[config.mk]
export PLATFORM = sky130hd
export DESIGN_NAME = integer_to_radix_text
export DESIGN_NICKNAME = d
export VERILOG_FILES = /design/src/rtl/itr_pkg.sv /design/src/rtl/itr_front.sv /design/src/rtl/itr_fifo.sv /design/src/rtl/itr_back.sv /design/src/rtl/integer_to_radix_text.sv
export SDC_FILE = /design/constraint.sdc
export NUM_CORES = 1
export LEC_CHECK = 0
export BUFFER_PORTS_ARGS = -buffer_cell sky130_fd_sc_hd__clkbuf_2
export CAP_MARGIN = 25
export CORE_ASPECT_RATIO = 1.75
export CORE_MARGIN = 3
export CORE_UTILIZATION = 67
export DETAILED_ROUTE_END_ITERATION = 6
export HOLD_SLACK_MARGIN = 0.05
export PLACE_DENSITY = 0.85
export SYNTH_ARGS = -nofsm -noshare
export SYNTH_HDL_FRONTEND = slang
export SYNTH_HIERARCHICAL = 1
export SYNTH_SLANG_ARGS = --single-unit
[constraint.sdc]
create_clock -name aclk -period 29.1 [get_ports aclk]
set_input_delay 5.82 -clock aclk [delete_from_list [all_inputs] [get_ports aclk]]
set_output_delay 5.82 -clock aclk [all_outputs]
set_load 0.01 [all_outputs]
[src/rtl/itr_pkg.sv]
// Shared types, character codes and the digit glyph function for the radix text converter.
package itr_pkg;

    localparam int RADIX_W = 5;
    localparam logic [RADIX_W-1:0] RADIX_RESET = 5'd10;
    localparam logic [RADIX_W-1:0] RADIX_MIN = 5'd2;
    localparam logic [RADIX_W-1:0] RADIX_MAX = 5'd16;

    localparam int DIGIT_W = 4;
    localparam int STEP_BITS = 8;

    localparam int QUEUE_DEPTH = 2;
    localparam int QPTR_W = $clog2(QUEUE_DEPTH);

    localparam logic [7:0] CHAR_MINUS = 8'h2D;
    localparam logic [7:0] CHAR_ZERO = 8'h30;
    localparam logic [7:0] CHAR_NINE = 8'h39;
    localparam logic [7:0] CHAR_A = 8'h41;
    localparam logic [7:0] CHAR_F = 8'h46;
    localparam logic [DIGIT_W-1:0] DIGIT_TEN = 4'd10;

    typedef struct packed {
        logic                negative;
        logic [RADIX_W-1:0]  radix;
    } itr_hdr_t;

    typedef struct packed {
        logic                minus;
        logic [DIGIT_W-1:0]  digit;
    } itr_sym_t;

    function automatic logic [7:0] itr_glyph(input itr_sym_t sym);
        logic [7:0] code;
        if (sym.minus) begin
            code = CHAR_MINUS;
        end else if (sym.digit < DIGIT_TEN) begin
            code = CHAR_ZERO + {4'd0, sym.digit};
        end else begin
            code = CHAR_A + {4'd0, sym.digit - DIGIT_TEN};
        end
        return code;
    endfunction

endpackage

[src/rtl/itr_front.sv]
// Front end: holds the radix register and turns each input item into sign, magnitude and base.
module itr_front #(
    parameter int VALUE_BITS = 32
) (
    input  logic                       aclk,
    input  logic                       aresetn,
    input  logic                       cfg_wr_en,
    input  logic [itr_pkg::RADIX_W-1:0] cfg_wr_data,
    input  logic signed [31:0]         s_value,
    output itr_pkg::itr_hdr_t          job_hdr,
    output logic [VALUE_BITS-1:0]      job_mag
);
    import itr_pkg::*;

    logic [RADIX_W-1:0]       radix_reg;
    logic [VALUE_BITS+31:0]   value_ext;
    logic [VALUE_BITS-1:0]    value_word;
    logic                     negative;

    always_ff @(posedge aclk) begin
        if (!aresetn) begin
            radix_reg <= RADIX_RESET;
        end else if (cfg_wr_en) begin
            radix_reg <= cfg_wr_data;
        end
    end

    assign value_ext  = {{VALUE_BITS{1'b0}}, s_value};
    assign value_word = value_ext[VALUE_BITS-1:0];
    assign negative   = value_word[VALUE_BITS-1];

    always_comb begin
        job_hdr.negative = negative;
        if (radix_reg < RADIX_MIN) begin
            job_hdr.radix = RADIX_MIN;
        end else if (radix_reg > RADIX_MAX) begin
            job_hdr.radix = RADIX_MAX;
        end else begin
            job_hdr.radix = radix_reg;
        end
        job_mag = negative ? (~value_word + 1'b1) : value_word;
    end

endmodule

[src/rtl/itr_fifo.sv]
// Two-entry register queue that decouples the front end from the conversion back end.
module itr_fifo #(
    parameter int WIDTH = 38
) (
    input  logic             aclk,
    input  logic             aresetn,
    input  logic             push_valid,
    output logic             push_ready,
    input  logic [WIDTH-1:0] push_data,
    output logic             pop_valid,
    input  logic             pop_ready,
    output logic [WIDTH-1:0] pop_data
);
    import itr_pkg::*;

    logic [WIDTH-1:0]  mem_reg [QUEUE_DEPTH];
    logic [QPTR_W-1:0] wr_ptr_reg;
    logic [QPTR_W-1:0] rd_ptr_reg;
    logic [QPTR_W:0]   cnt_reg;
    logic              push_fire;
    logic              pop_fire;

    assign push_ready = (cnt_reg != (QPTR_W+1)'(QUEUE_DEPTH));
    assign pop_valid  = (cnt_reg != '0);
    assign pop_data   = mem_reg[rd_ptr_reg];
    assign push_fire  = push_valid && push_ready;
    assign pop_fire   = pop_valid && pop_ready;

    always_ff @(posedge aclk) begin
        if (!aresetn) begin
            wr_ptr_reg <= '0;
            rd_ptr_reg <= '0;
            cnt_reg    <= '0;
        end else begin
            if (push_fire) begin
                wr_ptr_reg <= wr_ptr_reg + 1'b1;
            end
            if (pop_fire) begin
                rd_ptr_reg <= rd_ptr_reg + 1'b1;
            end
            if (push_fire && !pop_fire) begin
                cnt_reg <= cnt_reg + 1'b1;
            end else if (pop_fire && !push_fire) begin
                cnt_reg <= cnt_reg - 1'b1;
            end
        end
    end

    always_ff @(posedge aclk) begin
        if (push_fire) begin
            mem_reg[wr_ptr_reg] <= push_data;
        end
    end

endmodule

[src/rtl/itr_back.sv]
// Back end: extracts digits by iterative division, buffers them and sends characters in order.
module itr_back #(
    parameter int VALUE_BITS = 32
) (
    input  logic                   aclk,
    input  logic                   aresetn,
    input  logic                   pop_valid,
    output logic                   pop_ready,
    input  itr_pkg::itr_hdr_t      pop_hdr,
    input  logic [VALUE_BITS-1:0]  pop_mag,
    output logic                   m_valid,
    input  logic                   m_ready,
    output logic [7:0]             m_character,
    output logic                   m_last
);
    import itr_pkg::*;

    localparam int CYCLES    = (VALUE_BITS + STEP_BITS - 1) / STEP_BITS;
    localparam int PAD       = CYCLES * STEP_BITS;
    localparam int STEP_W    = (CYCLES > 1) ? $clog2(CYCLES) : 1;
    localparam int MAX_CHARS = VALUE_BITS + 1;
    localparam int IDX_W     = $clog2(MAX_CHARS);
    localparam int CNT_W     = $clog2(MAX_CHARS + 1);

    typedef enum logic [3:0] {
        B_IDLE = 4'b0001,
        B_DIV  = 4'b0010,
        B_SIGN = 4'b0100,
        B_EMIT = 4'b1000
    } back_state_t;

    back_state_t          state_reg;
    logic [PAD-1:0]       work_reg;
    logic [DIGIT_W-1:0]   rem_reg;
    logic [STEP_W-1:0]    step_reg;
    logic [CNT_W-1:0]     count_reg;
    logic [CNT_W-1:0]     emit_left_reg;
    logic                 neg_reg;
    logic [RADIX_W-1:0]   radix_reg;

    itr_sym_t             mem [MAX_CHARS];
    itr_sym_t             rd_sym_reg;
    logic                 rd_valid_reg;
    logic                 rd_last_reg;
    logic                 out_valid_reg;
    logic [7:0]           out_char_reg;
    logic                 out_last_reg;

    logic [DIGIT_W-1:0]   div_rem;
    logic [DIGIT_W:0]     div_trial;
    logic [STEP_BITS-1:0] div_q;
    logic [PAD+STEP_BITS-1:0] work_cat;
    logic [PAD-1:0]       div_work;
    logic [PAD+VALUE_BITS-1:0] mag_ext;
    logic                 last_step;
    logic                 wr_en;
    itr_sym_t             wr_sym;
    logic [CNT_W-1:0]     rd_addr_full;
    logic                 rd_move;
    logic                 rd_free;
    logic                 rd_issue;

    always_comb begin
        div_rem   = rem_reg;
        div_trial = '0;
        div_q     = '0;
        for (int i = STEP_BITS - 1; i >= 0; i--) begin
            div_trial = {div_rem, work_reg[PAD-STEP_BITS+i]};
            if (div_trial >= radix_reg) begin
                div_rem  = DIGIT_W'(div_trial - radix_reg);
                div_q[i] = 1'b1;
            end else begin
                div_rem  = div_trial[DIGIT_W-1:0];
                div_q[i] = 1'b0;
            end
        end
    end

    assign work_cat  = {work_reg, div_q};
    assign div_work  = work_cat[PAD-1:0];
    assign mag_ext   = {{PAD{1'b0}}, pop_mag};
    assign last_step = (step_reg == STEP_W'(CYCLES - 1));
    assign pop_ready = (state_reg == B_IDLE);

    assign wr_en        = ((state_reg == B_DIV) && last_step) || (state_reg == B_SIGN);
    assign wr_sym.minus = (state_reg == B_SIGN);
    assign wr_sym.digit = (state_reg == B_SIGN) ? '0 : div_rem;

    assign rd_move      = rd_valid_reg && (!out_valid_reg || m_ready);
    assign rd_free      = !rd_valid_reg || rd_move;
    assign rd_issue     = (state_reg == B_EMIT) && (emit_left_reg != '0) && rd_free;
    assign rd_addr_full = emit_left_reg - 1'b1;

    always_ff @(posedge aclk) begin
        if (!aresetn) begin
            state_reg     <= B_IDLE;
            step_reg      <= '0;
            count_reg     <= '0;
            emit_left_reg <= '0;
            rd_valid_reg  <= 1'b0;
            out_valid_reg <= 1'b0;
        end else begin
            unique case (state_reg)
                B_IDLE: begin
                    if (pop_valid) begin
                        step_reg  <= '0;
                        count_reg <= '0;
                        state_reg <= B_DIV;
                    end
                end
                B_DIV: begin
                    if (last_step) begin
                        step_reg  <= '0;
                        count_reg <= count_reg + 1'b1;
                        if (div_work == '0) begin
                            if (neg_reg) begin
                                state_reg <= B_SIGN;
                            end else begin
                                emit_left_reg <= count_reg + 1'b1;
                                state_reg     <= B_EMIT;
                            end
                        end
                    end else begin
                        step_reg <= step_reg + 1'b1;
                    end
                end
                B_SIGN: begin
                    count_reg     <= count_reg + 1'b1;
                    emit_left_reg <= count_reg + 1'b1;
                    state_reg     <= B_EMIT;
                end
                B_EMIT: begin
                    if (rd_issue) begin
                        emit_left_reg <= emit_left_reg - 1'b1;
                    end
                    if (emit_left_reg == '0) begin
                        state_reg <= B_IDLE;
                    end
                end
                default: begin
                    state_reg <= B_IDLE;
                end
            endcase

            if (rd_issue) begin
                rd_valid_reg <= 1'b1;
            end else if (rd_move) begin
                rd_valid_reg <= 1'b0;
            end

            if (rd_move) begin
                out_valid_reg <= 1'b1;
            end else if (m_ready) begin
                out_valid_reg <= 1'b0;
            end
        end
    end

    always_ff @(posedge aclk) begin
        if ((state_reg == B_IDLE) && pop_valid) begin
            work_reg  <= mag_ext[PAD-1:0];
            rem_reg   <= '0;
            neg_reg   <= pop_hdr.negative;
            radix_reg <= pop_hdr.radix;
        end else if (state_reg == B_DIV) begin
            work_reg <= div_work;
            rem_reg  <= last_step ? '0 : div_rem;
        end
        if (rd_issue) begin
            rd_last_reg <= (emit_left_reg == CNT_W'(1));
        end
        if (rd_move) begin
            out_char_reg <= itr_glyph(rd_sym_reg);
            out_last_reg <= rd_last_reg;
        end
    end

    always_ff @(posedge aclk) begin
        if (wr_en) begin
            mem[count_reg[IDX_W-1:0]] <= wr_sym;
        end
        if (rd_issue) begin
            rd_sym_reg <= mem[rd_addr_full[IDX_W-1:0]];
        end
    end

    assign m_valid     = out_valid_reg;
    assign m_character = out_char_reg;
    assign m_last      = out_last_reg;

endmodule

[src/rtl/integer_to_radix_text.sv]
// Top level of the signed integer to radix text converter.
// Each item on the s_ channel is one signed integer whose low VALUE_BITS bits are
// converted to ASCII text in the base held by the radix register (2 to 16, values
// outside that range saturate). The m_ channel returns the text of each item one character at a time,
// most significant first, with a leading '-' for negatives and m_last on the final
// character. The radix is written through cfg_wr_en and cfg_wr_data; the user must
// write it only while idle, as the block does not enforce this. The front end queues
// up to two items; the back end divides by the base eight dividend bits per cycle,
// and stores each digit in a small digit buffer. Characters then leave from that
// buffer at one per cycle while the receiver is ready, through a registered read
// and an output register. The back end takes its next item only once every
// character of the last one has been read from that buffer.
// While the receiver stalls, the output register holds its character and the
// front end keeps taking items until the queue is full.
// Reset sets the radix to 10, empties the queue and drops any pending characters.
module integer_to_radix_text #(
    parameter int VALUE_BITS = 32
) (
    input  logic                        aclk,
    input  logic                        aresetn,
    input  logic                        cfg_wr_en,
    input  logic [itr_pkg::RADIX_W-1:0] cfg_wr_data,
    input  logic                        s_valid,
    output logic                        s_ready,
    input  logic signed [31:0]          s_value,
    output logic                        m_valid,
    input  logic                        m_ready,
    output logic [7:0]                  m_character,
    output logic                        m_last
);
    import itr_pkg::*;

    localparam int JOB_W = $bits(itr_hdr_t) + VALUE_BITS;

    itr_hdr_t              front_hdr;
    logic [VALUE_BITS-1:0] front_mag;
    logic [JOB_W-1:0]      push_data;
    logic [JOB_W-1:0]      pop_data;
    logic                  pop_valid;
    logic                  pop_ready;
    itr_hdr_t              pop_hdr;
    logic [VALUE_BITS-1:0] pop_mag;

    itr_front #(
        .VALUE_BITS(VALUE_BITS)
    ) u_front (
        .aclk       (aclk),
        .aresetn    (aresetn),
        .cfg_wr_en  (cfg_wr_en),
        .cfg_wr_data(cfg_wr_data),
        .s_value    (s_value),
        .job_hdr    (front_hdr),
        .job_mag    (front_mag)
    );

    assign push_data = {front_hdr, front_mag};

    itr_fifo #(
        .WIDTH(JOB_W)
    ) u_fifo (
        .aclk      (aclk),
        .aresetn   (aresetn),
        .push_valid(s_valid),
        .push_ready(s_ready),
        .push_data (push_data),
        .pop_valid (pop_valid),
        .pop_ready (pop_ready),
        .pop_data  (pop_data)
    );

    assign pop_hdr = pop_data[JOB_W-1:VALUE_BITS];
    assign pop_mag = pop_data[VALUE_BITS-1:0];

    itr_back #(
        .VALUE_BITS(VALUE_BITS)
    ) u_back (
        .aclk       (aclk),
        .aresetn    (aresetn),
        .pop_valid  (pop_valid),
        .pop_ready  (pop_ready),
        .pop_hdr    (pop_hdr),
        .pop_mag    (pop_mag),
        .m_valid    (m_valid),
        .m_ready    (m_ready),
        .m_character(m_character),
        .m_last     (m_last)
    );

    a_legal_char: assert property (@(posedge aclk) disable iff (!aresetn)
        m_valid |-> (m_character == CHAR_MINUS)
                 || ((m_character >= CHAR_ZERO) && (m_character <= CHAR_NINE))
                 || ((m_character >= CHAR_A) && (m_character <= CHAR_F)))
        else $error("Output character is not a sign or a digit.");

    a_minus_not_last: assert property (@(posedge aclk) disable iff (!aresetn)
        (m_valid && (m_character == CHAR_MINUS)) |-> !m_last)
        else $error("A minus sign was marked as the last character.");

    a_reset_clears: assert property (@(posedge aclk)
        !aresetn |=> !m_valid)
        else $error("Output valid was not cleared by reset.");

endmodule

==> Word-level counts from Yosys, hierarchy flattened <==
Memories as Yosys holds them, arrays and structs flattened. A register that Yosys moved wholly into a read port is not among the register bits.
Cells that the tools add are included.
{ "op_classes": {"bitwise_logic": 1, "n_shift": 0, "n_lt_le_gt_ge": 11, "multipliers": 0, "reduce_logical": 30, "eq_ne": 13, "addsub": 19, "div": 0, "mux": 53} }
{ "op_table": {"columns": ["cell", "count"], "rows": [
  ["two-way mux 32 bit", 3],
  ["two-way mux 4 bit", 15],
  ["greater-or-equal comparator 5 bit", 8],
  ["two-way mux 6 bit", 6],
  ["one-hot mux 6 bit (3 select lines)", 2],
  ["adder 32 x 1 -> 32 bit, second input constant", 1],
  ["logical NOT 32 bit", 1],
  ["inverter 32 bit", 1],
  ["subtractor 4 bit", 8],
  ["two-way mux 1 bit", 18],
  ["one-hot mux 4 bit (4 select lines)", 1],
  ["nonzero test 2 bit", 6],
  ["two-way mux 5 bit", 2],
  ["adder 7 x 4 -> 8 bit, first input constant", 1],
  ["logical AND 1 bit", 8],
  ["two-way mux 2 bit", 4],
  ["two-way mux 8 bit", 1],
  ["!= test 2 bit, second input constant", 4],
  ["adder 6 x 4 -> 7 bit, first input constant", 1],
  ["adder 6 x 1 -> 6 bit, second input constant", 1],
  ["equality test 6 x 1 -> 1 bit, second input constant", 1],
  ["logical NOT 6 bit", 1],
  ["!= test 2 x 1 -> 1 bit, second input constant", 3],
  ["nonzero test 3 bit", 2],
  ["other kinds (21)", 28]
]} }
{ "word_totals": {"mem_bits_ro": 0, "reg_bits": 81, "n_memories": 2, "latch_bits": 0, "ramBits": 241, "word_cells": 146, "output_inout_bits": 11, "in_bits": 42} }
{ "mem_list": {"columns": ["memory", "words", "width", "rd", "rd_clocked_by_memory_dff", "write_ports", "line_no", "source"], "rows": [
  ["u_back.mem", 33, 5, 1, 1, 1, "itr_back.sv:41", "itr_sym_t mem [MAX_CHARS];"],
  ["u_fifo.mem_reg", 2, 38, 1, 1, 1, "itr_fifo.sv:16", "logic [WIDTH-1:0] mem_reg [QUEUE_DEPTH];"]
]} }

==> Depth between registers and ports, before layout <==
{ "depth": {"depth_word": 20, "mapped_depth": 51, "ltp_nobuf": 51} }

==> Modules after synthesis <==
Netlist, hierarchy kept.
{ "by_module_without_submodules": {"columns": ["mod", "seq_area_each_um2", "cells_each", "n_inst", "area_each_um2"], "rows": [
  ["itr_back", 6996.7, 841, 1, 11717.5],
  ["itr_fifo", 2382.3, 142, 1, 2980.4],
  ["itr_front", 100.1, 123, 1, 1021.0]
]} }

==> Worst setup path after synthesis <==
Ideal clock, no wire load.
{ "synth_path": {"path_type": "register -> register", "start": "reg u_back.radix_reg[1]", "end": "mem u_back/mem[0][3] (netlist bit) (data pin)", "stages_incl_launch_ff": 40, "required_time_ns": 28.736, "synth_period_minus_slack_ns": 10.837, "n_path_buf": 0, "path_slack_ns": 18.263, "setup_ns": 0.364, "arrival_ns": 10.473, "cell_sequence": "edfxtp_1 > inv_1 > ha_1 > a211oi_2 > o31ai_4 > mux2_2 > ha_1 > a21oi_1 > o21ai_1 > a31oi_4 > mux2i_2 > ha_1 > a21oi_1 > o21ai_1 > a31oi_4 > mux2_2 > ha_1 > a21o_1 > (+4 left out) > a31oi_4 > mux2_2 > ha_1 > a21o_1 > a31oi_2 > nor2_1 > a21o_1 > ha_1 > a21o_1 > a31oi_1 > o21ai_2 > inv_1 > a21boi_0 > ha_1 > a211oi_1 > o21ai_2 > o31ai_1 > nor2b_1"} }
{ "synth_rtl": {"columns": ["element", "line_no", "source"], "rows": [
  ["start: declaration", "itr_back.sv:39", "logic [RADIX_W-1:0] radix_reg;"],
  ["start signal: assignment", "itr_back.sv:164", "radix_reg <= pop_hdr.radix;"],
  ["end: declaration", "itr_back.sv:41", null]
]} }

==> results.py <==
metrics = {
    "outcome": {
        "status": "completed",
    },
    "floorplanning": {
        "rows": 73,
        "die-area_um2": 25400,
        "core_area_um2": 22900,
        "die_y_um": 209,
        "start_util": 0.686,
        "ios": 53,
        "die_w_um": 122,
    },
    "timing": {
        "setup_ws_ns": 16.93,
        "tightest_slew_ns": 0.990,
        "hold_viol": 0,
        "setup-violations-final": 0,
        "fin_crit_sh": 0.418,
        "period_needed_ns": 12.17,
        "fmax_mhz": 82.2,
        "finClkSkew_ns": 0.00646,
        "slew_headroom": 0.335,
        "setup-tns-final_ns": 0,
        "rsz0062_at_grt": "false",
        "drv_slew": 0,
    },
    "synth": {
        "ys_types": 74,
        "synth-simple-area-share": 0.0993,
        "synth_compound_area_frac": 0.0685,
        "synth-async-reset-ratio": 0,
        "syn_area_um2": 15700,
        "synth_xor_area_frac": 0.0323,
        "yosysTopAreaCell": "edfxtp_1",
        "synth_top_area_share": 0.560,
        "yosysSeqAreaShare": 0.603,
        "synth_top_family_by_area": "multiplexers",
        "synth_commonest_cells": "edfxtp_1 (293), nand2_1 (125), nor2_1 (79)",
        "synth_edf_count": 293,
        "synth_area_leaders": "edfxtp_1 (56%), mux4_2 (7.2%), dfxtp_1 (4.3%)",
        "synth_cells": 1106,
        "synth.avg_cell_area_um2": 14.2,
        "synth_nets": 1204,
        "ys_ff_latch": 327,
        "synth-main-ff-cell": "edfxtp_1",
        "yosysMostFrequentCell": "edfxtp_1",
        "yosysWarnings": 6,
        "synthMuxAreaShare": 0.124,
        "synthAdderAreaFrac": 0.0484,
    },
    "place": {
        "dp_hpwl_mm": 23.7,
        "dpl_worst_slack_ns": 16.78,
        "portBuffers": 51,
        "gp_congestion": 0.909,
    },
    "clock_network": {
        "cts_num_sinks": 327,
        "post_cts_resized": 0,
        "clk_latency_ns": 0.54,
        "clk_root_buffer_cell": "clkbuf_16",
        "cts_buffer_depth": 3,
        "ctsHoldBuffers": 0,
        "htree_levels": 1,
        "post-cts-setup-buffers": 0,
        "clkTransAtPathRegs_ns": 0.07,
        "cts_buffers": 27,
        "cts_tree": "done",
    },
    "critical_path": {
        "critical_path_required_ns": 29.49,
        "critical_path_peak_fanout": 18,
        "critPathLaunchType": "flip-flop",
        "crit_family": "compound AO/OA/AOI/OAI gates",
        "cp.arrival_ns": 12.57,
        "cp-end-kind": "flip-flop",
        "cpMaxStageDelayCell": "edfxtp_1",
        "cp_common_cell": "ha_1",
        "slowest_delay_ns": 0.72,
        "cp.buffers_inverters": 4,
        "path_class": "flip-flop to flip-flop",
    },
    "worst_hold_path": {
        "hold_class": "flip-flop to flip-flop",
    },
    "final_layout": {
        "largest_reg_flops": 165,
        "n_antenna_cell": 0,
        "drive_above_1_share": 0.215,
        "fin_nets": 1256,
        "fill_cells": 1426,
        "areaGrowthSynthToFinish_pct": 8.92,
    },
    "drt": {
        "first_pass_iters": 7,
        "routed_wl_mm": 33.0,
        "routedWlPerCell_um": 22.3,
        "via_count": 9275,
        "drt-vias-per-instance": 6.27,
        "drtIter0Drc": 570,
        "drc": 0,
        "ant_nets": 0,
    },
    "run": {
        "max-cap-violations": 0,
    },
    "global_route": {
        "antenna_found_initial": 0,
        "grt_use_total": 0.267,
        "grt_pass1_vias": 9857,
        "grt_max_degree": 46,
        "grt_pass1_wl_mm": 51.6,
        "grt_overflow": 0,
    },
}
==> cell families (layout without fill, tap and decap cells) <==
group,after synthesis,in the layout
other,1,1
AOI/OAI and AO/OA,145,145
xor gates and xnor gates,58,58
buffers and inverters,84,157
and+or+nand+nor,312,312
DFF,327,327
adders and majority gates,56,56
muxes,123,123
==> per-layer routing <==
metal  up-vias  global-route usage  part of all wire
li1       4260                   -                 -
met1      4581               0.264              0.32
met2       322               0.525              0.58
met3       112              0.0255             0.039
met4         0               0.147             0.062
met5         -                   0                 0
==> metrics by stage <==
| stage | utilization | instances | hold slack, ns | area (µm²) |
|---|---|---|---|---|
| 2_1_floorplan | - | 1106 | 0.400 | 15700 |
| 3_3_place_gp | 0.707 | 1425 | 0.425 | 16200 |
| 3_5_place_dp | 0.708 | 1426 | 0.446 | 16200 |
| 4_1_cts | 0.745 | 1476 | 0.458 | 17100 |
| 5_1_grt | 0.747 | 1479 | 0.461 | 17100 |
| 6_report | 0.747 | 1479 | 0.455 | 17100 |
==> path summary, 6_finish.rpt <==
kind,start,end,slack (ns),cells past startpoint
hold / removal,u_back/rd_last_reg,u_back/m_last,0.45,0
setup / recovery,u_back/radix_reg[1],u_back/mem[11][2],16.93,45
hold reg to reg,u_back/rd_last_reg,u_back/m_last,0.45,0
setup reg to reg,u_back/radix_reg[1],u_back/mem[11][2],16.93,45
==> placed cells by master (no fill, tap or decap), types with 41 or more instances in the layout <==
cell / instances
mux2_2: 46
mux4_2: 50
inv_1: 41
xnor2_1: 51
nand2_1: 125
ha_1: 48
a21oi_1: 43
nor2_1: 77
clkbuf_2: 51
edfxtp_1: 293
==> layout make-up <==
class / count / area [µm²] / share of cell area
Timing Repair Buffer: 64 / 392 / 0.0229
Sequential cell: 327 / 9480 / 0.554
Clock buffer: 35 / 716 / 0.0418
Multi-Input combinational cell: 695 / 5860 / 0.342
Clock inverter: 15 / 134 / 0.00782
Tap cell: 300 / 375 / 0.0219
Inverter: 43 / 161 / 0.00943
Power is not shown: default switching activity piles up to over one toggle a cycle in this logic, so the estimate is an artifact.
